`config.mk`:
```
export PLATFORM = sky130hd
export DESIGN_NAME = random_pick_avoid_recent_top
export DESIGN_NICKNAME = d
export VERILOG_FILES = /design/src/rtl/rpar_pkg.sv /design/src/rtl/rpar_mod_lane.sv /design/src/rtl/rpar_hist.sv /design/src/rtl/random_pick_avoid_recent_top.sv
export SDC_FILE = /design/constraint.sdc
export NUM_CORES = 2
export LEC_CHECK = 0
export BUFFER_PORTS_ARGS = -buffer_cell sky130_fd_sc_hd__buf_4
export CAP_MARGIN = 30
export CORE_MARGIN = 4
export CORE_UTILIZATION = 30
export DETAILED_ROUTE_END_ITERATION = 7
export GPL_ROUTABILITY_DRIVEN = 0
export SETUP_SLACK_MARGIN = 0.02
export SYNTH_ARGS = -nofsm -noshare
export SYNTH_HDL_FRONTEND = slang
export SYNTH_SLANG_ARGS = --single-unit
```
`constraint.sdc`:
```
create_clock -name clk -period 6.5 [get_ports clk]
set_clock_uncertainty 0.05 [all_clocks]
set_input_delay 0.325 -clock clk [delete_from_list [all_inputs] [get_ports clk]]
set_output_delay 0.325 -clock clk [all_outputs]
set_load 0.03 [all_outputs]
```
`src/rtl/rpar_pkg.sv`:
```
// Package for the random pick block that avoids recently chosen ids.
// Holds the beat types, the sequencer state type, register codes and sizing constants.
// No dependencies; every other file of the block imports this package.
`default_nettype none

package rpar_pkg;

    // Defaults for the top level parameters.
    localparam int RECENT_DEPTH_DEF = 4;
    localparam int MAX_SOUNDS_DEF   = 256;

    // Field widths that the interface fixes.
    localparam int RAND_W     = 31;
    localparam int TYPE_W     = 2;
    localparam int SOUND_ID_W = 8;
    localparam int SC_W       = 9;
    localparam int NTH_W      = 8;

    // One lane per random word: the first draw and eight retries.
    localparam int NUM_LANES = 9;

    // Remainder units retire two dividend bits per cycle.
    localparam int DIV_W     = 32;
    localparam int DIV_STEPS = DIV_W / 2;
    localparam int CNT_W     = $clog2(DIV_STEPS);

    // Configuration port.
    localparam int PADDR_W = 3;
    localparam int PDATA_W = 32;

    localparam logic REG_SOUND_COUNT = 1'b0;
    localparam logic REG_PLAY_NTH    = 1'b1;

    typedef struct packed {
        logic [RAND_W-1:0] random_0;
        logic [RAND_W-1:0] random_1;
        logic [RAND_W-1:0] random_2;
        logic [RAND_W-1:0] random_3;
        logic [RAND_W-1:0] random_4;
        logic [RAND_W-1:0] random_5;
        logic [RAND_W-1:0] random_6;
        logic [RAND_W-1:0] random_7;
        logic [RAND_W-1:0] random_8;
        logic [TYPE_W-1:0] sound_type_in;
    } in_beat_t;

    typedef struct packed {
        logic [SOUND_ID_W-1:0] sound_id;
        logic [TYPE_W-1:0]     sound_type_out;
    } out_beat_t;

    // Control from the sequencer to the remainder lanes.
    typedef struct packed {
        logic start;
        logic step;
    } lane_ctrl_t;

    typedef enum logic [1:0] {
        ST_IDLE,
        ST_DIV,
        ST_PICK
    } rpar_state_t;

endpackage

`default_nettype wire

```
`src/rtl/rpar_mod_lane.sv`:
```
// One remainder lane: computes a random word modulo the sound count, two bits per cycle.
// Depends on rpar_pkg for the word width, dividend width and lane control struct.
`default_nettype none

module rpar_mod_lane #(
    parameter int DW = 9
) (
    input  wire logic                     clk,
    input  wire logic                     rst_n,
    input  wire rpar_pkg::lane_ctrl_t     ctrl,
    input  wire logic [rpar_pkg::RAND_W-1:0] word,
    input  wire logic [DW-1:0]            divisor,
    output logic      [DW-1:0]            rem
);
    import rpar_pkg::*;

    logic [DIV_W-1:0] div_reg;
    logic [DIV_W-1:0] div_next;
    logic [DW-1:0]    rem_reg;
    logic [DW-1:0]    rem_next;
    logic [DW:0]      dvs_ext;
    logic [DW:0]      t1;
    logic [DW:0]      r1;
    logic [DW:0]      t2;
    logic [DW:0]      r2;

    // Restoring division step: the partial remainder stays below the divisor,
    // so after shifting in one bit it needs at most one subtraction.
    always_comb
    begin
        dvs_ext  = {1'b0, divisor};
        t1       = {rem_reg, div_reg[DIV_W-1]};
        r1       = (t1 >= dvs_ext) ? (t1 - dvs_ext) : t1;
        t2       = {r1[DW-1:0], div_reg[DIV_W-2]};
        r2       = (t2 >= dvs_ext) ? (t2 - dvs_ext) : t2;
        div_next = div_reg;
        rem_next = rem_reg;
        if (ctrl.start)
        begin
            div_next = {{(DIV_W-RAND_W){1'b0}}, word};
            rem_next = '0;
        end
        else if (ctrl.step)
        begin
            div_next = {div_reg[DIV_W-3:0], 2'b00};
            rem_next = r2[DW-1:0];
        end
    end

    always_ff @(posedge clk or negedge rst_n)
    begin
        if (!rst_n)
        begin
            div_reg <= '0;
            rem_reg <= '0;
        end
        else
        begin
            div_reg <= div_next;
            rem_reg <= rem_next;
        end
    end

    assign rem = rem_reg;

endmodule

`default_nettype wire

```
`src/rtl/rpar_hist.sv`:
```
// Recent-id history and the merge stage that picks the first lane result not in it, or lane 0 when retry is off.
// Depends on rpar_pkg for the lane count.
`default_nettype none

module rpar_hist #(
    parameter int DEPTH = 4,
    parameter int ID_W  = 8
) (
    input  wire logic            clk,
    input  wire logic            rst_n,
    input  wire logic [ID_W-1:0] cand [rpar_pkg::NUM_LANES],
    input  wire logic            retry_en,
    input  wire logic            push,
    output logic      [ID_W-1:0] chosen
);
    import rpar_pkg::*;

    localparam int FILL_W = $clog2(DEPTH + 1);

    logic [ID_W-1:0]   hist_reg  [DEPTH];
    logic [ID_W-1:0]   hist_next [DEPTH];
    logic [FILL_W-1:0] fill_reg;
    logic [FILL_W-1:0] fill_next;
    logic [NUM_LANES-1:0] hit;

    // Each lane result is checked against the valid part of the history in parallel.
    always_comb
    begin
        for (int k = 0; k < NUM_LANES; k++)
        begin
            hit[k] = 1'b0;
            for (int i = 0; i < DEPTH; i++)
            begin
                if ((FILL_W'(i) < fill_reg) && (hist_reg[i] == cand[k]))
                begin
                    hit[k] = 1'b1;
                end
            end
        end
    end

    // The last retry word is taken even when it is a recent id.
    always_comb
    begin
        chosen = cand[NUM_LANES-1];
        for (int k = NUM_LANES - 2; k >= 0; k--)
        begin
            if (!hit[k])
            begin
                chosen = cand[k];
            end
        end
        if (!retry_en)
        begin
            chosen = cand[0];
        end
    end

    always_comb
    begin
        hist_next = hist_reg;
        fill_next = fill_reg;
        if (push)
        begin
            if (fill_reg < FILL_W'(DEPTH))
            begin
                for (int i = 0; i < DEPTH; i++)
                begin
                    if (fill_reg == FILL_W'(i))
                    begin
                        hist_next[i] = chosen;
                    end
                end
                fill_next = fill_reg + FILL_W'(1);
            end
            else
            begin
                for (int i = 0; i < DEPTH - 1; i++)
                begin
                    hist_next[i] = hist_reg[i + 1];
                end
                hist_next[DEPTH-1] = chosen;
            end
        end
    end

    always_ff @(posedge clk or negedge rst_n)
    begin
        if (!rst_n)
        begin
            fill_reg <= '0;
        end
        else
        begin
            fill_reg <= fill_next;
        end
    end

    // History entries are only read below the fill count, so they need no reset.
    always_ff @(posedge clk)
    begin
        hist_reg <= hist_next;
    end

endmodule

`default_nettype wire

```
`src/rtl/random_pick_avoid_recent_top.sv`:
```
// A request that picks a sound loads the lanes on the accepting edge, runs the two-bit remainder
// steps in the division state, then waits in the pick (merge) state until the output register
// is free and registers its result there. No new request is taken until a picking request
// leaves the pick state; requests that give no result retire on their input beat.
// The remainder lanes set the pace: nine of them run side by side, one per random word.
// Reset: rst_n clears the sequencer, output valid, throttle count, history fill and
// both configuration registers; history entries are not cleared.
`default_nettype none

module random_pick_avoid_recent_top #(
    parameter int RECENT_DEPTH = rpar_pkg::RECENT_DEPTH_DEF,
    parameter int MAX_SOUNDS   = rpar_pkg::MAX_SOUNDS_DEF
) (
    input  wire logic                          clk,
    input  wire logic                          rst_n,

    input  wire logic                          in_valid,
    output logic                               in_ready,
    input  wire rpar_pkg::in_beat_t            in_data,

    output logic                               out_valid,
    input  wire logic                          out_ready,
    output rpar_pkg::out_beat_t                out_data,

    input  wire logic                          psel,
    input  wire logic                          penable,
    input  wire logic                          pwrite,
    input  wire logic [rpar_pkg::PADDR_W-1:0]  paddr,
    input  wire logic [rpar_pkg::PDATA_W-1:0]  pwdata,
    output logic      [rpar_pkg::PDATA_W-1:0]  prdata,
    output logic                               pready
);
    import rpar_pkg::*;

    // The count register is 9 bits wide, so a clamp above 511 never takes effect.
    localparam int SC_MAX = (MAX_SOUNDS < 511) ? MAX_SOUNDS : 511;
    // Width of the clamped count and of an id below it.
    localparam int DW     = $clog2(SC_MAX + 1);
    localparam int ID_W   = $clog2(SC_MAX);

    rpar_state_t      state_reg;
    rpar_state_t      state_next;
    logic [CNT_W-1:0] cnt_reg;
    logic [CNT_W-1:0] cnt_next;
    logic [SC_W-1:0]  sc_reg;
    logic [NTH_W-1:0] nth_reg;
    logic [NTH_W-1:0] thr_reg;
    logic [NTH_W-1:0] thr_next;
    logic [NTH_W-1:0] thr_inc;
    logic [TYPE_W-1:0] type_reg;
    logic [TYPE_W-1:0] type_next;
    logic             out_valid_reg;
    logic             out_valid_next;
    out_beat_t        out_reg;
    out_beat_t        out_next;

    logic [DW-1:0]    sc_eff;
    logic             retry_en;
    logic             fire;
    logic             push;
    logic             cfg_wr;
    lane_ctrl_t       ctrl;
    logic [RAND_W-1:0] words [NUM_LANES];
    logic [DW-1:0]    rems   [NUM_LANES];
    logic [ID_W-1:0]  cand   [NUM_LANES];
    logic [ID_W-1:0]  chosen;

    // ------------------------------------------------------------------
    // Configuration port. Writes land in the access phase; reads are
    // served combinationally, so there are never wait states.
    // ------------------------------------------------------------------
    assign pready = 1'b1;
    assign cfg_wr = psel && penable && pwrite && pready;

    always_ff @(posedge clk or negedge rst_n)
    begin
        if (!rst_n)
        begin
            sc_reg  <= '0;
            nth_reg <= '0;
        end
        else if (cfg_wr)
        begin
            unique case (paddr[PADDR_W-1])
                REG_SOUND_COUNT: sc_reg  <= pwdata[SC_W-1:0];
                REG_PLAY_NTH:    nth_reg <= pwdata[NTH_W-1:0];
                default:         ;
            endcase
        end
    end

    always_comb
    begin
        unique case (paddr[PADDR_W-1])
            REG_SOUND_COUNT: prdata = PDATA_W'(sc_reg);
            REG_PLAY_NTH:    prdata = PDATA_W'(nth_reg);
            default:         prdata = '0;
        endcase
    end

    // ------------------------------------------------------------------
    // Count clamp and retry decision. The user must change configuration only while the
    // block is idle (the block does not enforce it), so these hold steady for the whole of a pick.
    // ------------------------------------------------------------------
    assign sc_eff   = (sc_reg > SC_W'(SC_MAX)) ? DW'(SC_MAX) : DW'(sc_reg);
    assign retry_en = (32'(sc_eff) > 32'(RECENT_DEPTH));
    assign thr_inc  = thr_reg + NTH_W'(1);

    // ------------------------------------------------------------------
    // Remainder lanes: one per random word, all started on the same beat.
    // ------------------------------------------------------------------
    assign words[0] = in_data.random_0;
    assign words[1] = in_data.random_1;
    assign words[2] = in_data.random_2;
    assign words[3] = in_data.random_3;
    assign words[4] = in_data.random_4;
    assign words[5] = in_data.random_5;
    assign words[6] = in_data.random_6;
    assign words[7] = in_data.random_7;
    assign words[8] = in_data.random_8;

    for (genvar g = 0; g < NUM_LANES; g++)
    begin : g_lane
        rpar_mod_lane #(
            .DW (DW)
        ) u_lane (
            .clk     (clk),
            .rst_n   (rst_n),
            .ctrl    (ctrl),
            .word    (words[g]),
            .divisor (sc_eff),
            .rem     (rems[g])
        );

        // A remainder is below the clamped count, so it fits in an id.
        assign cand[g] = ID_W'(rems[g]);
    end

    // ------------------------------------------------------------------
    // Merge stage and recent history.
    // ------------------------------------------------------------------
    rpar_hist #(
        .DEPTH (RECENT_DEPTH),
        .ID_W  (ID_W)
    ) u_hist (
        .clk      (clk),
        .rst_n    (rst_n),
        .cand     (cand),
        .retry_en (retry_en),
        .push     (push),
        .chosen   (chosen)
    );

    // ------------------------------------------------------------------
    // Sequencer. A request with no sounds configured, or one swallowed by
    // the throttle, retires on its input beat. A picking request runs the
    // lanes, then waits in the merge state until the output register is
    // free; a result left in the output register may still be waiting
    // while the next request is taken.
    // ------------------------------------------------------------------
    always_comb
    begin
        state_next     = state_reg;
        cnt_next       = cnt_reg;
        thr_next       = thr_reg;
        type_next      = type_reg;
        out_next       = out_reg;
        out_valid_next = out_valid_reg;
        ctrl           = '0;
        push           = 1'b0;
        fire           = 1'b0;
        in_ready       = (state_reg == ST_IDLE);

        if (out_valid_reg && out_ready)
        begin
            out_valid_next = 1'b0;
        end

        unique case (state_reg)
            ST_IDLE:
            begin
                if (in_valid && (sc_eff != '0))
                begin
                    if (nth_reg > NTH_W'(1))
                    begin
                        fire     = (thr_inc >= nth_reg);
                        thr_next = fire ? '0 : thr_inc;
                    end
                    else
                    begin
                        fire = 1'b1;
                    end
                    if (fire)
                    begin
                        ctrl.start = 1'b1;
                        type_next  = in_data.sound_type_in;
                        cnt_next   = '0;
                        state_next = ST_DIV;
                    end
                end
            end
            ST_DIV:
            begin
                ctrl.step = 1'b1;
                cnt_next  = cnt_reg + CNT_W'(1);
                if (cnt_reg == CNT_W'(DIV_STEPS - 1))
                begin
                    state_next = ST_PICK;
                end
            end
            ST_PICK:
            begin
                if (!out_valid_reg || out_ready)
                begin
                    push                    = 1'b1;
                    out_next.sound_id       = SOUND_ID_W'(chosen);
                    out_next.sound_type_out = type_reg;
                    out_valid_next          = 1'b1;
                    state_next              = ST_IDLE;
                end
            end
            default:
            begin
                state_next = ST_IDLE;
            end
        endcase
    end

    always_ff @(posedge clk or negedge rst_n)
    begin
        if (!rst_n)
        begin
            state_reg     <= ST_IDLE;
            cnt_reg       <= '0;
            thr_reg       <= '0;
            out_valid_reg <= 1'b0;
        end
        else
        begin
            state_reg     <= state_next;
            cnt_reg       <= cnt_next;
            thr_reg       <= thr_next;
            out_valid_reg <= out_valid_next;
        end
    end

    // Payload registers carry no reset.
    always_ff @(posedge clk)
    begin
        type_reg <= type_next;
        out_reg  <= out_next;
    end

    assign out_valid = out_valid_reg;
    assign out_data  = out_reg;

endmodule

`default_nettype wire
```
==> results.cfg <==
[floorplan]
core-area_um2 = 104000
io_pins = 368
die_x_um = 332
die_y_um = 332
rows = 118
start_util_pct = 30.4
die-area_um2 = 110000

[cts]
clkSlewWorstSetupHoldPaths_ns = 0.06
cts-buffers-inserted = 55
htreeDepth = 2
ctsResizeCount = 0
clock_sinks = 448
cts_tree = done
cts_setup_buffers = 0
hold_buffers = 289
clock_latency_ns = 0.67
cts_buffer_depth = 3
cts_root_buffer = clkbuf_16

[layout]
largest_reg_flops = 288
drive_gt1_share_pct = 14.0
multi_input_area_um2 = 18600
nFillCells = 10200
final_common_cell = dfrtp_1
nets = 4350
area_delta_synth_final_pct = 26.9
final_cell_mix = dfrtp_1 (404), buf_4 (375), dlygate4sd3_1 (289)
register_area_um2 = 11400

[timing]
rsz0062_at_grt = false
hold_violations = 0
fmax_mhz = 174
setup_tns_ns = 0
tightest_slew_ns = 1.17
period_needed_ns = 5.74
slew_viol_final = 0
setup_viol = 0
maxSlewHeadroom_pct = 22.1
post-route-period-util_pct = 88.3

[run_status]
status = finished clean

[worst_setup_path]
arrival_ns = 6.23
crit_type = reg -> reg
worstPathRequired_ns = 6.99
setup.worst_path.start_class = flop
path_cells = clkinv_1, buf_4, nand2_1, inv_1, buf_4, fa_1, nor2b_1, o21ai_0, a21oi_1, o31ai_1, and2_0, o21ai_0, inv_1, fa_1, nor2b_1, o21ai_0, a21boi_0, o21a_1, o211ai_1, a21boi_0, nor3_1, o31ai_1
critPathCaptureType = flop
slowest_delay_ns = 0.65
rrSetupSlack_ns = 0.76
cp_common_cell = o21ai_0
cp_num_buf_inv = 5
critPathMaxFanout = 14
cp_top_family = compound AO/OA/AOI/OAI gates
cp_slowest_cell = a21boi_0

[power]
ir_drop_uv = 352
pwr-share-comb_pct = 63.6
seqPwrFrac_pct = 21.6
switching_share_pct = 46.8
p_leak_nw = 17.3
p_int_mw = 11.9
finalPower_mw = 22.4
power_density_nw_per_um2 = 560
p_clk_share_pct = 14.9
switchingPower_mw = 10.5

[grt]
grt_first_pass_wirelength_um = 167000
grt_max_degree = 257
grt_pass1_vias = 28500
antenna_found_initial = 9
grt_remaining_overflow = 0
grt_usage_pct = 18.6

[yosys]
synth_xor_area_share_pct = 9.24
synth_top_area_share_pct = 32.0
synth-adder-area-share_pct = 8.08
ys_types = 78
synth.area.top_cells = dfrtp_1 (32%), a221o_1 (8.0%), xnor2_1 (7.2%)
synth_compound_area_share_pct = 21.9
ys_seq_elements = 448
syn-cell-area_um2 = 31600
synthCells = 3363
avgSynthCellArea_um2 = 9.38
ys.flop_type = dfrtp_1
synth_top_area_cell = dfrtp_1
synth_enable_flop_cells = 44
yosys.area_share.simple_pct = 17.1
seq_area_frac_synth_pct = 36.2
async_reset_ff_share_pct = 90.2
synth_mux_area_share_pct = 2.05
synth_top_family_by_area = compound AO/OA/AOI/OAI gates
synth-warning-count = 0

[run]
drv_cap = 0

[detailed_routing]
ant_nets = 0
drt_iter0_markers = 2189
wl_per_cell_um = 20.4
drt_first_pass_iters = 6
drc = 0
vias = 28400
routed_wl_um = 107000
via_per_inst = 5.38

[place]
dp_hpwl_um = 71700
port-buffer-count = 318

[min_path]
holdCritPathClass = in -> reg
[logic make-up after synthesis]
kind of cell,count (synthesis)
xor+xnor,333
compound gates,904
simple gates,1017
mux,60
buf+inv,406
other cells,2
flops,448
fa+ha+maj,193
[final cells by class]
| cell class | count | area share, % |
|---|---|---|
| Timing Repair Buffer | 673 | 14.6 |
| Sequential cell | 448 | 28.5 |
| Tap cell | 1380 | 4.31 |
| Clock inverter | 27 | 0.968 |
| Clock buffer | 74 | 3.92 |
| Antenna cell | 8 | 0.0500 |
| Inverter | 125 | 1.19 |
| Multi-Input combinational cell | 2531 | 46.4 |
[worst paths after layout]
kind | start | to | depth (start not counted)
max in group asynchronous | rst_n | nth_reg[3] | 3
min | in_data[32] | g_lane[8].u_lane.div_reg[30] | 3
max | sc_reg[8] | g_lane[8].u_lane.rem[4] | 22
min in group asynchronous | rst_n | g_lane[4].u_lane.div_reg[7] | 2
max reg2reg | sc_reg[8] | g_lane[8].u_lane.rem[4] | 22
min reg2reg | type_reg[0] | out_data[0] | 0
[worst min-delay path: stages]
cell and delay [ns]:
buf_4 0.08, inv_1 0.06, o221ai_1 0.19
[per-stage QoR]
| step | setup slack (ns) | cell area, um^2 | hold WS [ns] | utilization, % | instances |
|---|---|---|---|---|---|
| 2_1_floorplan | 0.561 | 31600 | -0.0206 | - | 3385 |
| 3_3_place_gp | 0.977 | 35100 | 0.305 | 33.8 | 4863 |
| 3_5_place_dp | 0.891 | 35200 | 0.305 | 33.8 | 4867 |
| 4_1_cts | 0.855 | 40000 | 0.00639 | 38.5 | 5257 |
| 5_1_grt | 0.259 | 40100 | 0.0332 | 38.5 | 5265 |
| 6_report | 0.758 | 40100 | 0.00727 | 38.5 | 5266 |
[synthesized netlist by cell type (52+ instances only)]
master and n:
a21oi_1 104, a221o_1 252, and2_1 262, buf_2 82
clkbuf_1 164, dfrtp_1 404, ha_1 175, inv_1 123
nand2_1 261, nand3_1 97, nand4_1 83, nor2_1 86
nor2b_1 63, o211ai_1 52, o21ai_0 149, o31ai_1 60
xnor2_1 259, xor2_1 74
[routing by layer]
metal / global-route usage, % / vias to the layer above / part of all wire [%]
met1: 24.8 / 13900 / 43
met4: 6.31 / 2 / 3.6
met2: 30.6 / 962 / 47
li1: - / 13300 / -
met3: 3.28 / 236 / 6.4
met5: 0 / - / 0.0065
[power by group through the flow]
stage	Sequential, mW	Combinational, mW	Clock (mW)
after global placement	4.84	13.7	0
final	4.84	14.3	3.34
after global routing	4.92	15.9	3.52
after CTS	4.80	14.2	3.41
after floorplan	4.03	11.2	0
after detailed placement	4.83	14.0	0
Power figures use the tool's default switching activity.
